--- config.mk ---
export PLATFORM = sky130hd
export DESIGN_NAME = led_ring_effect_engine_unit
export DESIGN_NICKNAME = d
export VERILOG_FILES = /design/src/sv/lrfe_pkg.sv /design/src/sv/lrfe_front.sv /design/src/sv/lrfe_fifo.sv /design/src/sv/lrfe_back.sv /design/src/sv/led_ring_effect_engine_unit.sv
export SDC_FILE = /design/constraint.sdc
export NUM_CORES = 2
export LEC_CHECK = 0
export BUFFER_PORTS_ARGS = -buffer_cell sky130_fd_sc_hd__buf_2
export CORE_ASPECT_RATIO = 2
export CORE_MARGIN = 2
export CORE_UTILIZATION = 55
export CTS_CLUSTER_SIZE = 14
export DETAILED_ROUTE_END_ITERATION = 8
export GPL_TIMING_DRIVEN = 0
export PLACE_DENSITY_LB_ADDON = 0.25
export SETUP_SLACK_MARGIN = 0.4
export SLEW_MARGIN = 20
export SYNTH_ARGS = -nofsm -noshare
export SYNTH_HDL_FRONTEND = slang
export SYNTH_SLANG_ARGS = --single-unit
--- constraint.sdc ---
create_clock -name clk -period 8.9 [get_ports clk]
set_input_delay 1.335 -clock clk [delete_from_list [all_inputs] [get_ports clk]]
set_output_delay 1.335 -clock clk [all_outputs]
set_load 0.02 [all_outputs]
--- src/sv/lrfe_pkg.sv ---
// lrfe_pkg: shared types, constants and helper functions of the led ring effect engine
// depends on nothing; imported by every module of the block but the checker
package lrfe_pkg;

  localparam int MAX_LEDS   = 256;
  localparam int FIFO_DEPTH = 4;
  localparam int FIFO_AW    = $clog2(FIFO_DEPTH);
  localparam int FIFO_CW    = $clog2(FIFO_DEPTH + 1);

  // effect codes
  localparam logic [1:0] MODE_FIXED  = 2'd0;
  localparam logic [1:0] MODE_CHASER = 2'd1;
  localparam logic [1:0] MODE_PULSE  = 2'd2;

  // register indexes
  localparam logic [2:0] CFG_MODE          = 3'd0;
  localparam logic [2:0] CFG_LED_COUNT     = 3'd1;
  localparam logic [2:0] CFG_SPOT_WIDTH    = 3'd2;
  localparam logic [2:0] CFG_ROTATION_STEP = 3'd3;
  localparam logic [2:0] CFG_PULSE_RATE    = 3'd4;
  localparam logic [2:0] CFG_MAX_BRIGHT    = 3'd5;
  localparam logic [2:0] CFG_MIN_BRIGHT    = 3'd6;

  // register reset values
  localparam logic [1:0]  RST_MODE          = MODE_FIXED;
  localparam logic [8:0]  RST_LED_COUNT     = 9'd24;
  localparam logic [8:0]  RST_SPOT_WIDTH    = 9'd4;
  localparam logic [15:0] RST_ROTATION_STEP = 16'd524;
  localparam logic [23:0] RST_PULSE_RATE    = 24'd1678;
  localparam logic [7:0]  RST_MAX_BRIGHT    = 8'd255;
  localparam logic [7:0]  RST_MIN_BRIGHT    = 8'd0;

  localparam logic [7:0]  FULL_BRIGHT = 8'd255;

  localparam logic [7:0] QUARTER_SINE [65] = '{
      8'd0,   8'd6,   8'd13,  8'd19,  8'd25,  8'd31,  8'd37,  8'd44,  8'd50,  8'd56,
      8'd62,  8'd68,  8'd74,  8'd80,  8'd86,  8'd92,  8'd98,  8'd103, 8'd109, 8'd115,
      8'd120, 8'd126, 8'd131, 8'd136, 8'd142, 8'd147, 8'd152, 8'd157, 8'd162, 8'd167,
      8'd171, 8'd176, 8'd180, 8'd185, 8'd189, 8'd193, 8'd197, 8'd201, 8'd205, 8'd208,
      8'd212, 8'd215, 8'd219, 8'd222, 8'd225, 8'd228, 8'd231, 8'd233, 8'd236, 8'd238,
      8'd240, 8'd242, 8'd244, 8'd246, 8'd247, 8'd249, 8'd250, 8'd251, 8'd252, 8'd253,
      8'd254, 8'd254, 8'd255, 8'd255, 8'd255
  };

  typedef struct packed {
    logic [1:0]  mode;
    logic [8:0]  led_count;
    logic [8:0]  spot_width;
    logic [15:0] rotation_step;
    logic [23:0] pulse_rate;
    logic [7:0]  max_brightness;
    logic [7:0]  min_brightness;
  } lrfe_cfg_t;

  // one classified pixel with the brightness that applies to it
  typedef struct packed {
    logic [7:0] idx;
    logic [7:0] red;
    logic [7:0] green;
    logic [7:0] blue;
    logic [7:0] bright;
  } lrfe_job_t;

  typedef enum logic [2:0] {
    ST_IDLE,
    ST_CHASE,
    ST_PMUL,
    ST_PDIV,
    ST_MOD,
    ST_PUSH
  } lrfe_state_t;

  // ring size clamped to 1..MAX_LEDS
  function automatic logic [8:0] ring_size(input logic [8:0] lc);
    logic [8:0] n;
    n = lc;
    if (lc == 9'd0) n = 9'd1;
    else if (lc > 9'(MAX_LEDS)) n = 9'(MAX_LEDS);
    return n;
  endfunction

  // raised sine, 0..255 over one turn of the 8-bit address
  function automatic logic [7:0] sine_rom(input logic [7:0] addr);
    logic [6:0] j;
    logic [6:0] k;
    logic [7:0] h;
    logic [8:0] t;
    j = addr[6:0];
    k = (j <= 7'd64) ? j : 7'(8'd128 - {1'b0, j});
    h = QUARTER_SINE[k];
    t = addr[7] ? (9'd255 - {1'b0, h}) : (9'd255 + {1'b0, h});
    return t[8:1];
  endfunction

  // floor(x/255) for x up to 255*255, reciprocal form
  function automatic logic [7:0] div255(input logic [15:0] x);
    logic [16:0] s;
    s = {1'b0, x} + 17'(x >> 8) + 17'd1;
    return s[15:8];
  endfunction

endpackage

--- src/sv/lrfe_front.sv ---
// lrfe_front: accepts items, runs frame updates and classifies pixels into jobs
// depends on lrfe_pkg; feeds lrfe_fifo
module lrfe_front (
  input  logic              clk,
  input  logic              rst,
  input  lrfe_pkg::lrfe_cfg_t cfg,
  input  logic              push,
  output logic              full,
  input  logic              action,
  input  logic [31:0]       time_ms,
  input  logic [7:0]        pixel_index,
  input  logic [7:0]        red_in,
  input  logic [7:0]        green_in,
  input  logic [7:0]        blue_in,
  input  logic              q_full,
  output logic              q_push,
  output lrfe_pkg::lrfe_job_t q_job
);
  import lrfe_pkg::*;

  lrfe_state_t state, state_next;

  logic [15:0] rotation_phase;
  logic [7:0]  pixel_offset;
  logic [7:0]  frame_brightness;

  logic [7:0]  pulse_addr;
  logic [15:0] pulse_prod;
  logic        pulse_up;

  logic [8:0]  mod_sum;
  logic [8:0]  mod_rem;
  logic [3:0]  mod_cnt;
  logic [7:0]  hold_idx, hold_r, hold_g, hold_b;

  logic        accept;
  logic        is_chaser, is_pulse;
  logic [8:0]  n;
  logic [8:0]  sum;
  logic [9:0]  diff;
  logic        sum_lt, wrap_ok, fast;
  logic [8:0]  pos;
  logic [7:0]  bright_now;
  logic [47:0] tp;
  logic [24:0] ofs_prod;
  logic [7:0]  sine_val, dif;
  logic [7:0]  q;
  logic [9:0]  trial, rem_step;

  assign is_chaser = (cfg.mode == MODE_CHASER);
  assign is_pulse  = (cfg.mode == MODE_PULSE);
  assign n         = ring_size(cfg.led_count);
  assign accept    = push && !full;

  // rotated position, one wrap handled directly
  assign sum     = {1'b0, pixel_index} + {1'b0, pixel_offset};
  assign diff    = {1'b0, sum} - {1'b0, n};
  assign sum_lt  = sum < n;
  assign wrap_ok = !diff[9] && (diff[8:0] < n);
  assign fast    = sum_lt || wrap_ok;
  assign pos     = sum_lt ? sum : diff[8:0];

  always_comb begin
    case (cfg.mode)
      MODE_CHASER: bright_now = (pos < cfg.spot_width) ? cfg.max_brightness
                                                       : cfg.min_brightness;
      MODE_PULSE:  bright_now = frame_brightness;
      default:     bright_now = FULL_BRIGHT;
    endcase
  end

  assign tp       = {24'd0, time_ms[23:0]} * {24'd0, cfg.pulse_rate};
  assign ofs_prod = {9'd0, rotation_phase} * {16'd0, n};
  assign sine_val = sine_rom(pulse_addr);
  assign dif      = (cfg.max_brightness >= cfg.min_brightness)
                  ? (cfg.max_brightness - cfg.min_brightness)
                  : (cfg.min_brightness - cfg.max_brightness);
  assign q        = div255(pulse_prod);

  // one restoring step of the slow modulo
  assign trial    = {mod_rem, mod_sum[8]};
  assign rem_step = (trial >= {1'b0, n}) ? (trial - {1'b0, n}) : trial;

  always_comb begin
    state_next = state;
    case (state)
      ST_IDLE: begin
        if (accept) begin
          if (!action) begin
            if (is_chaser) state_next = ST_CHASE;
            else if (is_pulse) state_next = ST_PMUL;
          end else if (is_chaser && !fast) begin
            state_next = ST_MOD;
          end
        end
      end
      ST_CHASE: state_next = ST_IDLE;
      ST_PMUL:  state_next = ST_PDIV;
      ST_PDIV:  state_next = ST_IDLE;
      ST_MOD: begin
        if (mod_cnt == 4'd8) state_next = ST_PUSH;
      end
      ST_PUSH: begin
        if (!q_full) state_next = ST_IDLE;
      end
      default: state_next = ST_IDLE;
    endcase
  end

  always_comb begin
    full   = (state != ST_IDLE) || q_full;
    q_push = 1'b0;
    q_job  = '0;
    case (state)
      ST_IDLE: begin
        q_push = accept && action && (!is_chaser || fast);
        q_job  = '{idx: pixel_index, red: red_in, green: green_in, blue: blue_in,
                   bright: bright_now};
      end
      ST_PUSH: begin
        q_push = !q_full;
        q_job  = '{idx: hold_idx, red: hold_r, green: hold_g, blue: hold_b,
                   bright: ({1'b0, mod_rem} < {1'b0, cfg.spot_width})
                           ? cfg.max_brightness : cfg.min_brightness};
      end
      default: begin
        q_push = 1'b0;
      end
    endcase
  end

  // frame state
  always_ff @(posedge clk) begin
    if (rst) begin
      state            <= ST_IDLE;
      rotation_phase   <= '0;
      pixel_offset     <= '0;
      frame_brightness <= FULL_BRIGHT;
    end else begin
      state <= state_next;
      case (state)
        ST_IDLE: begin
          if (accept && !action && is_chaser)
            rotation_phase <= rotation_phase + cfg.rotation_step;
        end
        ST_CHASE: pixel_offset <= ofs_prod[23:16];
        ST_PDIV: frame_brightness <= pulse_up ? (cfg.min_brightness + q)
                                              : (cfg.min_brightness - q);
        default: begin
        end
      endcase
    end
  end

  // working registers
  always_ff @(posedge clk) begin
    case (state)
      ST_IDLE: begin
        pulse_addr <= tp[23:16];
        mod_sum    <= sum;
        mod_rem    <= '0;
        mod_cnt    <= '0;
        hold_idx   <= pixel_index;
        hold_r     <= red_in;
        hold_g     <= green_in;
        hold_b     <= blue_in;
      end
      ST_PMUL: begin
        pulse_prod <= {8'd0, sine_val} * {8'd0, dif};
        pulse_up   <= cfg.max_brightness >= cfg.min_brightness;
      end
      ST_MOD: begin
        mod_rem <= rem_step[8:0];
        mod_sum <= {mod_sum[7:0], 1'b0};
        mod_cnt <= mod_cnt + 4'd1;
      end
      default: begin
      end
    endcase
  end

endmodule

--- src/sv/lrfe_fifo.sv ---
// lrfe_fifo: short job queue between the front and the back
// depends on lrfe_pkg for the job type and depth
module lrfe_fifo (
  input  logic                clk,
  input  logic                rst,
  input  logic                wr_en,
  input  lrfe_pkg::lrfe_job_t wr_data,
  output logic                full,
  input  logic                rd_en,
  output lrfe_pkg::lrfe_job_t rd_data,
  output logic                empty
);
  import lrfe_pkg::*;

  lrfe_job_t            mem [FIFO_DEPTH];
  logic [FIFO_AW-1:0]   wr_ptr, rd_ptr;
  logic [FIFO_CW-1:0]   count;
  logic                 do_wr, do_rd;

  assign full    = (count == FIFO_CW'(FIFO_DEPTH));
  assign empty   = (count == '0);
  assign do_wr   = wr_en && !full;
  assign do_rd   = rd_en && !empty;
  assign rd_data = mem[rd_ptr];

  always_ff @(posedge clk) begin
    if (rst) begin
      wr_ptr <= '0;
      rd_ptr <= '0;
      count  <= '0;
    end else begin
      if (do_wr) wr_ptr <= wr_ptr + 1'b1;
      if (do_rd) rd_ptr <= rd_ptr + 1'b1;
      if (do_wr && !do_rd) count <= count + 1'b1;
      else if (do_rd && !do_wr) count <= count - 1'b1;
    end
  end

  always_ff @(posedge clk) begin
    if (do_wr) mem[wr_ptr] <= wr_data;
  end

endmodule

--- src/sv/lrfe_back.sv ---
// lrfe_back: scales queued pixel colors by their brightness, holds the result register
// depends on lrfe_pkg; reads from lrfe_fifo
module lrfe_back (
  input  logic                clk,
  input  logic                rst,
  input  logic                q_empty,
  input  lrfe_pkg::lrfe_job_t q_data,
  output logic                q_pop,
  output logic                empty,
  input  logic                pop,
  output logic [7:0]          pixel_out_index,
  output logic [7:0]          red_out,
  output logic [7:0]          green_out,
  output logic [7:0]          blue_out
);
  import lrfe_pkg::*;

  logic        s1_valid;
  logic [7:0]  s1_idx;
  logic [15:0] s1_r, s1_g, s1_b;
  logic        out_valid;
  logic        s2_load, s1_ready;

  assign s2_load  = s1_valid && (!out_valid || pop);
  assign s1_ready = !s1_valid || s2_load;
  assign q_pop    = !q_empty && s1_ready;
  assign empty    = !out_valid;

  always_ff @(posedge clk) begin
    if (rst) begin
      s1_valid  <= 1'b0;
      out_valid <= 1'b0;
    end else begin
      if (s1_ready) s1_valid <= q_pop;
      if (s2_load) out_valid <= 1'b1;
      else if (pop) out_valid <= 1'b0;
    end
  end

  always_ff @(posedge clk) begin
    if (q_pop) begin
      s1_idx <= q_data.idx;
      s1_r   <= {8'd0, q_data.red}   * {8'd0, q_data.bright};
      s1_g   <= {8'd0, q_data.green} * {8'd0, q_data.bright};
      s1_b   <= {8'd0, q_data.blue}  * {8'd0, q_data.bright};
    end
    if (s2_load) begin
      pixel_out_index <= s1_idx;
      red_out         <= div255(s1_r);
      green_out       <= div255(s1_g);
      blue_out        <= div255(s1_b);
    end
  end

endmodule

--- src/sv/led_ring_effect_engine_unit.sv ---
// pixel path: job queue, multiply register, result register; a pixel whose rotated
// position wraps more than once first runs the slow modulo in the front
// throughput: one pixel per cycle unless the queue, result side or modulo stalls;
// frame transfers hold full during the chaser offset multiply or pulse sine/divide steps
// reset (rst, synchronous): registers to defaults, rotation and offset to zero,
// frame brightness to full, queue and result register emptied
module led_ring_effect_engine_unit (
  input  logic        clk,
  input  logic        rst,
  // configuration write port
  input  logic        cfg_write,
  input  logic [2:0]  cfg_index,
  input  logic [23:0] cfg_data,
  // input queue side
  input  logic        push,
  output logic        full,
  input  logic        action,
  input  logic [31:0] time_ms,
  input  logic [7:0]  pixel_index,
  input  logic [7:0]  red_in,
  input  logic [7:0]  green_in,
  input  logic [7:0]  blue_in,
  // result queue side
  output logic        empty,
  input  logic        pop,
  output logic [7:0]  pixel_out_index,
  output logic [7:0]  red_out,
  output logic [7:0]  green_out,
  output logic [7:0]  blue_out
);
  import lrfe_pkg::*;

  lrfe_cfg_t cfg;
  lrfe_job_t job_in, job_out;
  logic      jq_push, jq_full, jq_pop, jq_empty;

  // configuration registers; the user must write them only while the block is idle, the block does not enforce it
  always_ff @(posedge clk) begin
    if (rst) begin
      cfg.mode           <= RST_MODE;
      cfg.led_count      <= RST_LED_COUNT;
      cfg.spot_width     <= RST_SPOT_WIDTH;
      cfg.rotation_step  <= RST_ROTATION_STEP;
      cfg.pulse_rate     <= RST_PULSE_RATE;
      cfg.max_brightness <= RST_MAX_BRIGHT;
      cfg.min_brightness <= RST_MIN_BRIGHT;
    end else if (cfg_write) begin
      case (cfg_index)
        CFG_MODE:          cfg.mode           <= cfg_data[1:0];
        CFG_LED_COUNT:     cfg.led_count      <= cfg_data[8:0];
        CFG_SPOT_WIDTH:    cfg.spot_width     <= cfg_data[8:0];
        CFG_ROTATION_STEP: cfg.rotation_step  <= cfg_data[15:0];
        CFG_PULSE_RATE:    cfg.pulse_rate     <= cfg_data[23:0];
        CFG_MAX_BRIGHT:    cfg.max_brightness <= cfg_data[7:0];
        CFG_MIN_BRIGHT:    cfg.min_brightness <= cfg_data[7:0];
        default: begin
        end
      endcase
    end
  end

  // front: frame updates and per-pixel brightness, in transfer order
  lrfe_front u_front (
    .clk         (clk),
    .rst         (rst),
    .cfg         (cfg),
    .push        (push),
    .full        (full),
    .action      (action),
    .time_ms     (time_ms),
    .pixel_index (pixel_index),
    .red_in      (red_in),
    .green_in    (green_in),
    .blue_in     (blue_in),
    .q_full      (jq_full),
    .q_push      (jq_push),
    .q_job       (job_in)
  );

  // job queue decouples classification from scaling
  lrfe_fifo u_fifo (
    .clk     (clk),
    .rst     (rst),
    .wr_en   (jq_push),
    .wr_data (job_in),
    .full    (jq_full),
    .rd_en   (jq_pop),
    .rd_data (job_out),
    .empty   (jq_empty)
  );

  // back: multiply, divide by 255, result register
  lrfe_back u_back (
    .clk             (clk),
    .rst             (rst),
    .q_empty         (jq_empty),
    .q_data          (job_out),
    .q_pop           (jq_pop),
    .empty           (empty),
    .pop             (pop),
    .pixel_out_index (pixel_out_index),
    .red_out         (red_out),
    .green_out       (green_out),
    .blue_out        (blue_out)
  );

endmodule

==> impl_metrics.tcl <==
set metrics [dict create \
    start_util 0.556 \
    synth.distinct_cells 97 \
    cts.htree.levels 2 \
    antenna_found_initial 7 \
    crit_path_start_kind "primary input" \
    hold_viol 0 \
    ios 131 \
    final_cell_mix "inv_1 (681), nand2_1 (618), fa_1 (461), ha_1 (396), edfxtp_1 (327)" \
    crit_buf_inv 7 \
    hold_depth 0 \
    ys_seq_area_frac 0.287 \
    synth_top_area_cell "edfxtp_1" \
    layout_commonest_cell "inv_1" \
    via_per_inst 5.67 \
    drt-total-wl_mm 114 \
    setup_viol 0 \
    maxCapViolations 0 \
    cts-hold-fix-buffers 0 \
    clock_sinks 449 \
    first_pass_iters 5 \
    status "finished clean" \
    async_flop_share 0 \
    synth_edf_count 327 \
    fmax_mhz 123 \
    cpMaxStageDelayCell "or4_1" \
    cts_tree "done" \
    vias 31600 \
    clkTransAtPathRegs_ps 70 \
    worstPathMaxFanout 11 \
    min_period_ps 8130 \
    clock_latency_ps 620 \
    cts_buffers 42 \
    io_buffers 119 \
    crit_chain "clkbuf_2 > clkbuf_1 > nand2_1 > fa_1 > inv_1 > fa_1 > inv_1 > fa_1 > inv_1 > ha_1 > inv_1 > fa_1 > inv_1 > fa_1 > fa_1 > ha_1 > or4_1 > a211oi_1 > o21ai_1 > a21o_1 > o41ai_2 > nor2_1 > a2111oi_1 > xnor2_1" \
    hp-class "flop to flop" \
    arrival_ps 8450 \
    cp.depth 24 \
    grt_max_degree 28 \
    fin_crit_sh 0.913 \
    syn_area_sq_um 42800 \
    grt_first_pass_wirelength_mm 179 \
    crit_required_ps 9220 \
    rsz0062_at_grt "no" \
    place.gp.congestion 0.944 \
    nFillCells 6640 \
    dpl.hpwl_mm 93.5 \
    crit_type "primary input to flop" \
    critPathMaxStageDelay_ps 580 \
    synth_seq_cells 449 \
    ys_warn_count 0 \
    coreArea_sq_um 76900 \
    rows 144 \
    drc 0 \
    synth.net_count 5276 \
    cts_root_buf "clkbuf_16" \
    maxSlewHeadroom 0.238 \
    ant_nets 0 \
    ys.flop_type "edfxtp_1" \
    syn_avg_cell_area_sq_um 9.90 \
    synth_cells 4320 \
    clockBufferDepth 3 \
    die_y_um 398 \
    synth_top_cell_area_share 0.230 \
    nets 5462 \
    endpoint_kind "flop" \
    skew_ps 31.6 \
    synth.area.top_cells "edfxtp_1 (23%), fa_1 (22%), ha_1 (12%), inv_1 (6.0%), dfxtp_1 (5.7%)" \
    syn2layout_area_growth_pct 8.52 \
    chipWidth_um 201 \
    drt_iter0_drc 1784 \
    crit_top_cell "fa_1" \
    worst_r2r_path_depth 35 \
    layout-drive-gt1-share 0.0747 \
    overflow 0 \
    wl_per_cell_um 20.6 \
    fp.dieArea_sq_um 80100 \
    crit_family "adder cells" \
    grt.total_usage 0.292 \
    final_max_slew_viol_count 0 \
    tightest_slew_ps 1130 \
    tns_ps 0 \
    first_global_vias 33800 \
]
[Yosys cell counts (all sizes together), types with 20 or more instances]
master    n
a21boi   20
a21o     25
a21oi   155
a22o     34
and2    272
and3     23
buf      39
clkbuf  140
dfxtp   122
edfxtp  327
fa      461
ha      398
inv     684
mux2     21
mux2i    22
mux4     40
nand2   619
nand2b   24
nand3    47
nor2    223
nor2b    34
nor3     36
o211ai   30
o21a     33
o21ai    78
xnor2   138
xor2     43
[final cells by class]
cell class	count	area, sq um	area share
Timing Repair Buffer	142	898	0.0194
Tap cell	1022	1280	0.0276
Multi-Input combinational cell	3007	27300	0.589
Antenna cell	2	5.00	0.000108
Buffer	179	734	0.0158
Sequential cell	449	12300	0.264
Clock buffer	58	1150	0.0248
Clock inverter	17	149	0.00321
Inverter	685	2570	0.0555
[metrics by stage]
stage / cell area [sq um] / worst slack, ps / hold WS, ps / util / cells
finish: 46400 / 770 / 408 / 0.603 / 5561
global route: 46400 / 384 / 424 / 0.603 / 5559
CTS: 46300 / 384 / 414 / 0.602 / 5556
detailed placement: 44900 / -498 / 405 / 0.583 / 5472
global placement: 44600 / -513 / 402 / 0.580 / 5461
floorplan: 42800 / 1260 / 400 / - / 4320
[cell families (layout without fill, tap and decap cells)]
logic type	after synthesis	in the layout	synth area share
AOI/OAI and AO/OA	526	526	0.0842
xor gates and xnor gates	181	181	0.0380
adders and majority gates	859	859	0.332
buffers and inverters	864	1081	0.0771
DFF	449	449	0.287
muxes	83	83	0.0318
other	0	2	0
and+or+nand+nor	1358	1358	0.150
[sequential cells by signal (all words and copies together), names as in the netlist, 9 cells and up, named ones only]
register and count:
u_back.s1_g 16, u_back.s1_b 16, u_front.pulse_prod 16, u_fifo.mem 160
cfg 76, u_front.mod_sum 9, u_front.mod_rem 9, u_front.rotation_phase 16
u_back.s1_r 16
[timing repair]
action / 4_1_cts / 5_1_grt
pin swaps: 5 / 3
gates cloned: 0 / 0
gates resized for setup: 13 / 18
setup buffers: 9 / 3
endpoints found under the setup margin: 7 / 7
hold endpoints to repair: 0 / 0
[final timing paths]
kind | slack (ps) | to | start
setup reg to reg | 790 | u_front.pulse_prod[15] | u_front.pulse_addr[0]
hold reg to reg | 410 | u_back.pixel_out_index[1] | u_back.s1_idx[1]
hold / removal | 410 | u_back.pixel_out_index[1] | u_back.s1_idx[1]
setup / recovery | 770 | u_front.pulse_addr[7] | time_ms[5]
[per-layer routing]
metal	vias to the layer above	track usage	share of wire
met2	944	0.573	0.55
li1	14500	-	-
met4	4	0.195	0.076
met1	15800	0.286	0.33
met3	381	0.0307	0.040
met5	-	0	0.00023
Power is left out: the tool's default activity adds up to more than one toggle a clock period on the data nets, which glitch-free logic cannot reach.
